`src/rtl/core/dsfp_pkg.sv`:
```
// Shared types and byte codes for the DER signature to fixed pair converter.
// Used by the parser, the drain and the top level in rtl/core; depends on nothing.
package dsfp_pkg;

  // DER tags and fixed thresholds of the parser.
  localparam logic [7:0] SEQ_TAG   = 8'h30;
  localparam logic [7:0] INT_TAG   = 8'h02;
  localparam logic [7:0] LEAD_ZERO = 8'h00;
  localparam int unsigned MIN_TOTAL   = 8;
  localparam int unsigned MIN_ALIGNED = 4;

  // Status codes of a result item.
  localparam logic STATUS_OK  = 1'b0;
  localparam logic STATUS_BAD = 1'b1;

  // Parser to bank control.
  typedef struct packed {
    logic wr_en;     // store the current byte at the parser's slot
    logic sig_done;  // the end-marked byte was taken
    logic sig_bad;   // the finished signature is malformed
  } parse_evt_t;

  // Drain to bank control.
  typedef struct packed {
    logic release_bank;  // the bank named below has been fully read out
    logic bank;
  } drain_evt_t;

endpackage

```
`src/rtl/core/dsfp_ram.sv`:
```
// Generic simple dual-port RAM: one write port, one read port with registered data.
// Stand-alone; no package needed.
module dsfp_ram #(
  parameter int unsigned WIDTH = 8,
  parameter int unsigned DEPTH = 128
) (
  input  logic                     clk,
  input  logic                     wr_en,
  input  logic [$clog2(DEPTH)-1:0] wr_addr,
  input  logic [WIDTH-1:0]         wr_data,
  input  logic                     rd_en,
  input  logic [$clog2(DEPTH)-1:0] rd_addr,
  output logic [WIDTH-1:0]         rd_data
);

  logic [WIDTH-1:0] mem [DEPTH];

  always_ff @(posedge clk) begin
    if (wr_en) begin
      mem[wr_addr] <= wr_data;
    end
    if (rd_en) begin
      rd_data <= mem[rd_addr];
    end
  end

endmodule

```
`src/rtl/core/dsfp_parser.sv`:
```
// DER byte parser: tracks the SEQUENCE and INTEGER fields, picks store slots for R and S.
// Depends on dsfp_pkg.
module dsfp_parser #(
  parameter int unsigned COMPONENT_BYTES = 32,
  parameter int unsigned MAX_INPUT_BYTES = 256,
  localparam int unsigned STORE = 2 * COMPONENT_BYTES,
  localparam int unsigned SW    = $clog2(STORE)
) (
  input  logic                  clk,
  input  logic                  rst,
  input  logic                  take,
  input  logic [7:0]            der_byte,
  input  logic                  end_of_buffer,
  output logic [SW-1:0]         wr_slot,
  output dsfp_pkg::parse_evt_t  evt
);

  localparam int unsigned CW = $clog2(MAX_INPUT_BYTES + 2);
  localparam int unsigned EW = ((CW > 8) ? CW : 8) + 1;
  localparam logic [CW-1:0] CNT_MAX  = CW'(MAX_INPUT_BYTES + 1);
  localparam logic [7:0]    COMP     = 8'(COMPONENT_BYTES);
  localparam logic [7:0]    LONG_LEN = 8'(COMPONENT_BYTES + 1);

  typedef enum logic [10:0] {
    PH_SEEK   = 11'b000_0000_0001,
    PH_SEQLEN = 11'b000_0000_0010,
    PH_RTAG   = 11'b000_0000_0100,
    PH_RLEN   = 11'b000_0000_1000,
    PH_RLEAD  = 11'b000_0001_0000,
    PH_RBODY  = 11'b000_0010_0000,
    PH_STAG   = 11'b000_0100_0000,
    PH_SLEN   = 11'b000_1000_0000,
    PH_SLEAD  = 11'b001_0000_0000,
    PH_SBODY  = 11'b010_0000_0000,
    PH_DONE   = 11'b100_0000_0000
  } phase_t;

  phase_t        phase, phase_next;
  logic [CW-1:0] total, total_next;
  logic [CW-1:0] aligned, aligned_next;
  logic [7:0]    seq_len, seq_len_next;
  logic [7:0]    left, left_next;
  logic [SW-1:0] slot, slot_next;
  logic          err, err_next;
  logic          wr;
  logic          is_s;
  logic [7:0]    base;
  logic [7:0]    left_dec;
  logic          bad;

  always_comb begin
    phase_next   = phase;
    seq_len_next = seq_len;
    left_next    = left;
    slot_next    = slot;
    err_next     = err;
    wr           = 1'b0;
    is_s         = (phase == PH_SLEN) || (phase == PH_SBODY);
    base         = is_s ? COMP : 8'd0;
    left_dec     = (left != 8'd0) ? left - 8'd1 : left;
    total_next   = (total < CNT_MAX) ? total + CW'(1) : total;
    aligned_next = aligned;
    if ((phase != PH_SEEK) || (der_byte == dsfp_pkg::SEQ_TAG)) begin
      aligned_next = (aligned < CNT_MAX) ? aligned + CW'(1) : aligned;
    end
    if (!err) begin
      case (phase)
        PH_SEEK: begin
          if (der_byte == dsfp_pkg::SEQ_TAG) phase_next = PH_SEQLEN;
        end
        PH_SEQLEN: begin
          seq_len_next = der_byte;
          phase_next   = PH_RTAG;
        end
        PH_RTAG, PH_STAG: begin
          if (der_byte != dsfp_pkg::INT_TAG) err_next = 1'b1;
          else phase_next = (phase == PH_RTAG) ? PH_RLEN : PH_SLEN;
        end
        PH_RLEN, PH_SLEN: begin
          if (der_byte > LONG_LEN) begin
            err_next = 1'b1;
          end else if (der_byte == LONG_LEN) begin
            left_next  = COMP;
            slot_next  = SW'(base);
            phase_next = is_s ? PH_SLEAD : PH_RLEAD;
          end else if (der_byte == 8'd0) begin
            phase_next = is_s ? PH_DONE : PH_STAG;
          end else begin
            left_next  = der_byte;
            slot_next  = SW'(base + COMP - der_byte);
            phase_next = is_s ? PH_SBODY : PH_RBODY;
          end
        end
        PH_RLEAD, PH_SLEAD: begin
          if (der_byte != dsfp_pkg::LEAD_ZERO) err_next = 1'b1;
          else phase_next = (phase == PH_RLEAD) ? PH_RBODY : PH_SBODY;
        end
        PH_RBODY, PH_SBODY: begin
          wr        = ({1'b0, slot} < (SW + 1)'(STORE));
          slot_next = slot + SW'(1);
          left_next = left_dec;
          if (left_dec == 8'd0) phase_next = is_s ? PH_DONE : PH_STAG;
        end
        default: begin
        end
      endcase
    end
    bad = err_next
       || (total_next < CW'(dsfp_pkg::MIN_TOTAL))
       || (phase_next != PH_DONE)
       || (aligned_next < CW'(dsfp_pkg::MIN_ALIGNED))
       || ((EW'(seq_len_next) + EW'(2)) > EW'(aligned_next));
  end

  assign wr_slot      = slot;
  assign evt.wr_en    = take & wr;
  assign evt.sig_done = take & end_of_buffer;
  assign evt.sig_bad  = bad;

  // The end-marked item hands the signature off and starts the next one clean.
  always_ff @(posedge clk) begin
    if (rst || (take && end_of_buffer)) begin
      phase   <= PH_SEEK;
      total   <= '0;
      aligned <= '0;
      seq_len <= '0;
      left    <= '0;
      slot    <= '0;
      err     <= 1'b0;
    end else if (take) begin
      phase   <= phase_next;
      total   <= total_next;
      aligned <= aligned_next;
      seq_len <= seq_len_next;
      left    <= left_next;
      slot    <= slot_next;
      err     <= err_next;
    end
  end

endmodule

```
`src/rtl/core/dsfp_drain.sv`:
```
// Read-out of finished banks: RAM read issue stage and the output register.
// Depends on dsfp_pkg; reads the store through the top level's RAM instance.
module dsfp_drain #(
  parameter int unsigned COMPONENT_BYTES = 32,
  localparam int unsigned STORE = 2 * COMPONENT_BYTES,
  localparam int unsigned SW    = $clog2(STORE)
) (
  input  logic                  clk,
  input  logic                  rst,
  input  logic [1:0]            full,
  input  logic [1:0]            bad,
  output logic                  rd_en,
  output logic                  rd_bank,
  output logic [SW-1:0]         rd_slot,
  input  logic                  entry_valid,
  input  logic [7:0]            rd_data,
  output dsfp_pkg::drain_evt_t  evt,
  output logic                  sig_valid,
  input  logic                  sig_ready,
  output logic [7:0]            sig_byte,
  output logic [5:0]            byte_index,
  output logic                  status,
  output logic                  last_of_run
);

  localparam logic [SW-1:0] LAST_SLOT = SW'(STORE - 1);

  logic          db;
  logic [SW-1:0] k;
  logic          s1_valid;
  logic          s1_err;
  logic          s1_vld;
  logic [5:0]    s1_idx;
  logic          s1_last;
  logic          s2_load;
  logic          issue;
  logic          k_last;

  assign s2_load = s1_valid && (!sig_valid || sig_ready);
  assign issue   = full[db] && (!s1_valid || s2_load);
  assign k_last  = (k == LAST_SLOT);

  assign rd_en   = issue && !bad[db];
  assign rd_bank = db;
  assign rd_slot = k;

  assign evt.release_bank = issue && (bad[db] || k_last);
  assign evt.bank         = db;

  always_ff @(posedge clk) begin
    if (rst) begin
      db       <= 1'b0;
      k        <= '0;
      s1_valid <= 1'b0;
    end else begin
      if (issue) begin
        s1_valid <= 1'b1;
        s1_err   <= bad[db];
        s1_vld   <= entry_valid;
        s1_idx   <= bad[db] ? 6'd0 : 6'(k);
        s1_last  <= bad[db] || k_last;
        if (bad[db] || k_last) begin
          db <= ~db;
          k  <= '0;
        end else begin
          k <= k + SW'(1);
        end
      end else if (s2_load) begin
        s1_valid <= 1'b0;
      end
    end
  end

  // The RAM holds its read data until the next read, so stage one may wait.
  always_ff @(posedge clk) begin
    if (rst) begin
      sig_valid <= 1'b0;
    end else if (s2_load) begin
      sig_valid   <= 1'b1;
      sig_byte    <= (s1_err || !s1_vld) ? 8'd0 : rd_data;
      byte_index  <= s1_idx;
      status      <= s1_err ? dsfp_pkg::STATUS_BAD : dsfp_pkg::STATUS_OK;
      last_of_run <= s1_last;
    end else if (sig_ready) begin
      sig_valid <= 1'b0;
    end
  end

endmodule

```
`src/rtl/core/der_signature_to_fixed_pair.sv`:
```
// Top level of the DER ECDSA signature to fixed R then S converter.
// Depends on dsfp_pkg, dsfp_ram, dsfp_parser and dsfp_drain.
//
// Usage: DER bytes enter on der_byte with der_valid/der_ready, one per item,
// end_of_buffer set on the final byte of a signature. Results leave on
// sig_valid/sig_ready: for a well-formed signature 2*COMPONENT_BYTES items
// (byte_index 0 upward, last_of_run on the final one), otherwise one item
// with status 1, sig_byte 0, byte_index 0 and last_of_run 1.
// Throughput: one input byte per cycle. The store is split into two banks;
// the parser fills one while the other is read out, one result per cycle.
// der_ready drops only when a signature ends while the other bank still
// waits to be read, and rises again once that read-out has issued its last
// entry. After the end-marked byte is accepted, the first result passes the
// RAM read and the output register before it is valid.
// When sig_ready is low the output register holds, the read stage holds,
// and further bytes are still accepted until both banks are busy.
// Reset (synchronous, active high) empties both banks and the output and
// clears the entry valid bits at once, so the store reads as all zero.
module der_signature_to_fixed_pair #(
  parameter int unsigned COMPONENT_BYTES = 32,
  parameter int unsigned MAX_INPUT_BYTES = 256
) (
  input  logic       clk,
  input  logic       rst,
  input  logic       der_valid,
  output logic       der_ready,
  input  logic [7:0] der_byte,
  input  logic       end_of_buffer,
  output logic       sig_valid,
  input  logic       sig_ready,
  output logic [7:0] sig_byte,
  output logic [5:0] byte_index,
  output logic       status,
  output logic       last_of_run
);

  localparam int unsigned STORE = 2 * COMPONENT_BYTES;
  localparam int unsigned SW    = $clog2(STORE);
  localparam int unsigned DEPTH = 2 ** (SW + 1);

  logic                     pb;
  logic [1:0]               full;
  logic [1:0]               full_next;
  logic [1:0]               bad;
  logic [1:0][STORE-1:0]    vbits;
  logic [1:0][STORE-1:0]    vbits_next;
  logic                     take;
  logic [SW-1:0]            wr_slot;
  dsfp_pkg::parse_evt_t     pevt;
  dsfp_pkg::drain_evt_t     devt;
  logic                     rd_en;
  logic                     rd_bank;
  logic [SW-1:0]            rd_slot;
  logic [7:0]               rd_data;
  logic                     entry_valid;

  assign der_ready   = !full[pb];
  assign take        = der_valid && der_ready;
  assign entry_valid = vbits[rd_bank][rd_slot];

  dsfp_parser #(
    .COMPONENT_BYTES (COMPONENT_BYTES),
    .MAX_INPUT_BYTES (MAX_INPUT_BYTES)
  ) u_parser (
    .clk           (clk),
    .rst           (rst),
    .take          (take),
    .der_byte      (der_byte),
    .end_of_buffer (end_of_buffer),
    .wr_slot       (wr_slot),
    .evt           (pevt)
  );

  dsfp_ram #(
    .WIDTH (8),
    .DEPTH (DEPTH)
  ) u_store (
    .clk     (clk),
    .wr_en   (pevt.wr_en),
    .wr_addr ({pb, wr_slot}),
    .wr_data (der_byte),
    .rd_en   (rd_en),
    .rd_addr ({rd_bank, rd_slot}),
    .rd_data (rd_data)
  );

  dsfp_drain #(
    .COMPONENT_BYTES (COMPONENT_BYTES)
  ) u_drain (
    .clk         (clk),
    .rst         (rst),
    .full        (full),
    .bad         (bad),
    .rd_en       (rd_en),
    .rd_bank     (rd_bank),
    .rd_slot     (rd_slot),
    .entry_valid (entry_valid),
    .rd_data     (rd_data),
    .evt         (devt),
    .sig_valid   (sig_valid),
    .sig_ready   (sig_ready),
    .sig_byte    (sig_byte),
    .byte_index  (byte_index),
    .status      (status),
    .last_of_run (last_of_run)
  );

  // The drain and the parser never touch the same bank in one cycle.
  always_comb begin
    full_next  = full;
    vbits_next = vbits;
    if (devt.release_bank) begin
      full_next[devt.bank]  = 1'b0;
      vbits_next[devt.bank] = '0;
    end
    if (pevt.wr_en) begin
      vbits_next[pb][wr_slot] = 1'b1;
    end
    if (pevt.sig_done) begin
      full_next[pb] = 1'b1;
    end
  end

  // Bank ownership: the parser fills bank pb, the drain empties the other.
  always_ff @(posedge clk) begin
    if (rst) begin
      pb    <= 1'b0;
      full  <= '0;
      bad   <= '0;
      vbits <= '0;
    end else begin
      full  <= full_next;
      vbits <= vbits_next;
      if (pevt.sig_done) begin
        bad[pb] <= pevt.sig_bad;
        pb      <= ~pb;
      end
    end
  end

  a_no_write_full_bank : assert property (@(posedge clk) disable iff (rst)
    pevt.wr_en |-> !full[pb])
    else $error("byte stored into a bank that still waits for read-out");

  a_release_full_only : assert property (@(posedge clk) disable iff (rst)
    devt.release_bank |-> full[devt.bank])
    else $error("read-out released a bank that was not full");

  a_error_item_alone : assert property (@(posedge clk) disable iff (rst)
    (sig_valid && (status == dsfp_pkg::STATUS_BAD)) |->
      (last_of_run && (byte_index == 6'd0) && (sig_byte == 8'd0)))
    else $error("malformed result is not a single zero item");

  a_handoff_frees_parser : assert property (@(posedge clk) disable iff (rst)
    pevt.sig_done |=> (pb != $past(pb)) && full[$past(pb)])
    else $error("finished signature not handed to the read-out side");

endmodule

```
`config.mk`:
```
export PLATFORM = sky130hd
export DESIGN_NAME = der_signature_to_fixed_pair
export DESIGN_NICKNAME = d
export VERILOG_FILES = /design/src/rtl/core/dsfp_pkg.sv /design/src/rtl/core/dsfp_ram.sv /design/src/rtl/core/dsfp_parser.sv /design/src/rtl/core/dsfp_drain.sv /design/src/rtl/core/der_signature_to_fixed_pair.sv
export SDC_FILE = /design/constraint.sdc
export NUM_CORES = 2
export LEC_CHECK = 0
export ABC_AREA = 1
export BUFFER_PORTS_ARGS = -buffer_cell sky130_fd_sc_hd__buf_2
export CAP_MARGIN = 20
export CORE_AREA = 2 2 372 264
export DETAILED_ROUTE_END_ITERATION = 7
export DIE_AREA = 0 0 374 266
export MAX_ROUTING_LAYER = met4
export PLACE_DENSITY_LB_ADDON = 0.1
export SETUP_SLACK_MARGIN = 0.02
export SYNTH_ARGS = -nofsm -noshare
export SYNTH_HDL_FRONTEND = slang
export SYNTH_SLANG_ARGS = --single-unit
```
`constraint.sdc`:
```
create_clock -name clk -period 4.9 [get_ports clk]
set_clock_uncertainty 0.2 [all_clocks]
set_input_delay 0.245 -clock clk [delete_from_list [all_inputs] [get_ports clk]]
set_output_delay 0.245 -clock clk [all_outputs]
set_load 0.005 [all_outputs]
```
==> out/results.ini <==
[outcome]
status=finished clean

[synthesis]
postSynthRegisterBits=1251
synth-seq-area-share_pct=68.1
synth_nets=4859
syn_inst=4827
async_flop_share_pct=0
synthMuxAreaShare_pct=0.0383
synthSimpleGateAreaFrac_pct=12.4
synth_top_family_by_area=compound AO/OA/AOI/OAI gates
syn_area_sq_mm=0.0523
synth-xor-area-share_pct=0.335
synth_edf_count=1057
yosysWarnings=0
synthAdderAreaFrac_pct=0.454
synth-compound-area-share_pct=13.8
synth_cell_type_count=49
synthesis.area_per_instance_sq_um=10.8
synth_ff_type=edfxtp_1

[sta]
grt_setup_unrepaired=false
relSlewSlack_pct=32.8
holdWs_ps=17.8
tns_ps=0
min_period_ps=4200
fin_crit_sh_pct=85.8
slew_viol_final=0
setup_viol=0
fmax_mhz=238
tightest_slew_ps=1000
hold_violations=0

[clock_tree]
clk_transition_reported_paths_ps=70
clk_latency_ps=740
clk_path_buf_depth=3
ctsResizeCount=0
clkSinkCount=1251
postCtsSetupBuffers=0
root_buffer=clkbuf_16
tritoncts=yes
cts_buffers=116
htreeDepth=3

[worst_setup_path]
worstSetupEndpointType=flop
reg2regPathDepth=26
slowest_stage=dfxtp_1
cp.required_ps=5310
max_stage_delay_ps=400
cp.arrival_ps=4620
crit_path_start_kind=flop
critical_path_class=flop to flop
setup.reg_to_reg.worst_slack_ps=700
critPathLaunch=u_parser.phase[8]$_SDFFE_PP0P_
r2r-start=u_parser.phase[8]$_SDFFE_PP0P_
worstPathMaxFanout=11

[finish]
drive_gt1_share_pct=9.03
fin_util_pct=60.7
final_common_cell=edfxtp_1
nNetsFinal=4893
final_cell_mix=edfxtp_1 (1057), nor2_1 (893), o21ai_0 (611)
syn_to_final_growth_pct=11.9

[global_routing]
grt_max_degree=167
grt_overflow=0
first_global_vias=33700
grt_pass1_wl_um=220000
track_usage_pct=30.4
antenna_found_initial=6

[floorplan]
coreArea_sq_mm=0.0965
initial_utilization_pct=54.2
core.rowCount=96
die_w_um=374
die_h_um=266
io_pins=31
fp.dieArea_sq_mm=0.0995

[pwr]
p_per_area_mw_per_mm2=387
p_leak_nw=19.9
ir_worst_vdd_uv=375

[placed_design]
detailed_place_hpwl_um=89200
place_congestion=0.910
io_buffers=30

[detailed_routing]
wl_um=149000
viasPerCell=5.98
drc_errors=0
routedWlPerCell_um=23.8
ant_nets=0
drt_pass1_iterations=6
drt_iter0_drc=5024
route.vias.total=37300

[hold_path]
hold_path_depth=7
hold_class=primary input to flop
hp-start=der_byte[0]

[job]
max_cap_violations=0

Yosys cell counts, types with 4 or more instances:
| cell | instances | area [sq um] |
|---|---|---|
| ha_1 | 19 | 238 |
| nor2_1 | 894 | 3360 |
| nand4_1 | 16 | 100 |
| a211oi_1 | 9 | 67.6 |
| o21bai_1 | 4 | 30.0 |
| o221ai_1 | 73 | 639 |
| inv_2 | 15 | 56.3 |
| a21oi_1 | 226 | 1130 |
| nand2_2 | 8 | 50.1 |
| o311ai_0 | 5 | 43.8 |
| o2111ai_1 | 60 | 526 |
| nand3_1 | 133 | 666 |
| edfxtp_1 | 1057 | 31700 |
| nor3_1 | 33 | 165 |
| dfxtp_1 | 194 | 3880 |
| inv_1 | 339 | 1270 |
| a32o_1 | 5 | 50.1 |
| o22ai_1 | 209 | 1310 |
| nand2_1 | 514 | 1930 |
| buf_2 | 60 | 300 |
| xor2_1 | 17 | 149 |
| o21ai_0 | 611 | 3060 |
| clkinv_1 | 5 | 18.8 |
| o21ai_2 | 6 | 52.6 |
| buf_1 | 10 | 37.5 |
| o21ai_1 | 10 | 50.1 |
| o211ai_1 | 20 | 150 |
| clkbuf_1 | 234 | 878 |
path summary, 6_finish.rpt:
path / to
worst max register to register: bad[1]$_SDFFE_PP0P_
worst max-delay path: bad[1]$_SDFFE_PP0P_
worst min-delay path: u_parser.seq_len[0]$_SDFFE_PP0P_
worst min register to register: u_drain.byte_index[0]$_DFFE_PP_
metrics by stage:
step	setup slack [ps]	power, mW	area, sq um	std cells
after floorplan	1350	12.8	52300	4827
after global placement	787	13.4	54400	6002
after detailed placement	779	13.4	54400	6003
after CTS	714	22.7	58500	6235
after global routing	225	23.3	58500	6238
final	698	22.6	58500	6238
cell type report:
class	count	area (sq um)
Antenna cell	1	2.50
Sequential cell	1251	35600
Fill cell	7792	37900
Inverter	359	1360
Clock inverter	67	792
Tap cell	1274	1590
Timing Repair Buffer	222	1800
Clock buffer	153	3210
Multi-Input combinational cell	2911	14100
logic make-up after synthesis:
kind of cell,Yosys count
flip-flops,1251
buffers and inverters,665
adder cells (fa/ha/maj),19
AND/OR/NAND/NOR,1617
XOR/XNOR,20
AO/OA/AOI/OAI,1253
multiplexers,2
flip-flops by register name (all words and copies together) (netlist names), 6 cells and up:
| register | flops |
|---|---|
| u_parser.phase | 11 |
| u_parser.seq_len | 8 |
| u_drain.sig_byte | 8 |
| u_parser.wr_slot | 6 |
| vbits | 128 |
| u_drain.byte_index | 6 |
| u_parser.left | 8 |
| u_drain.s1_idx | 6 |
| u_store.rd_data | 8 |
| u_store.mem | 1024 |
| u_drain.rd_slot | 6 |
| u_parser.total | 9 |
| u_parser.aligned | 9 |
worst max-delay path, delay by kind of cell, from the launching register on:
kind	cells	cell delay, ps
buf+inv	3	210
fa+ha+maj	2	510
flops	1	400
simple gates	18	2120
compound gates	2	450
xor+xnor	1	180
layer usage:
metal | GRT usage, % | routed length [um] | up-vias
met4 | 7.33 | 3420 | 0
met1 | 46.5 | 67100 | 18100
met5 | - | 0 | -
met3 | 7.35 | 16500 | 188
met2 | 40.6 | 61600 | 1821
li1 | - | - | 17200
power breakdown:
group,internal (mW),total (mW),leakage (nW),switching [mW]
sequential,11.6,11.6,11.1,0.0554
clock,5.46,9.48,1.96,4.02
combinational,0.404,1.55,6.83,1.15
total,17.4,22.6,19.9,5.22
timing repair:
action | 4_1_cts | 5_1_grt
endpoints found under the hold margin | 92 | 0
hold buffers | 12 | 0
setup endpoints to repair | 0 | 0
Note: power is estimated with default switching activity, not from simulation.
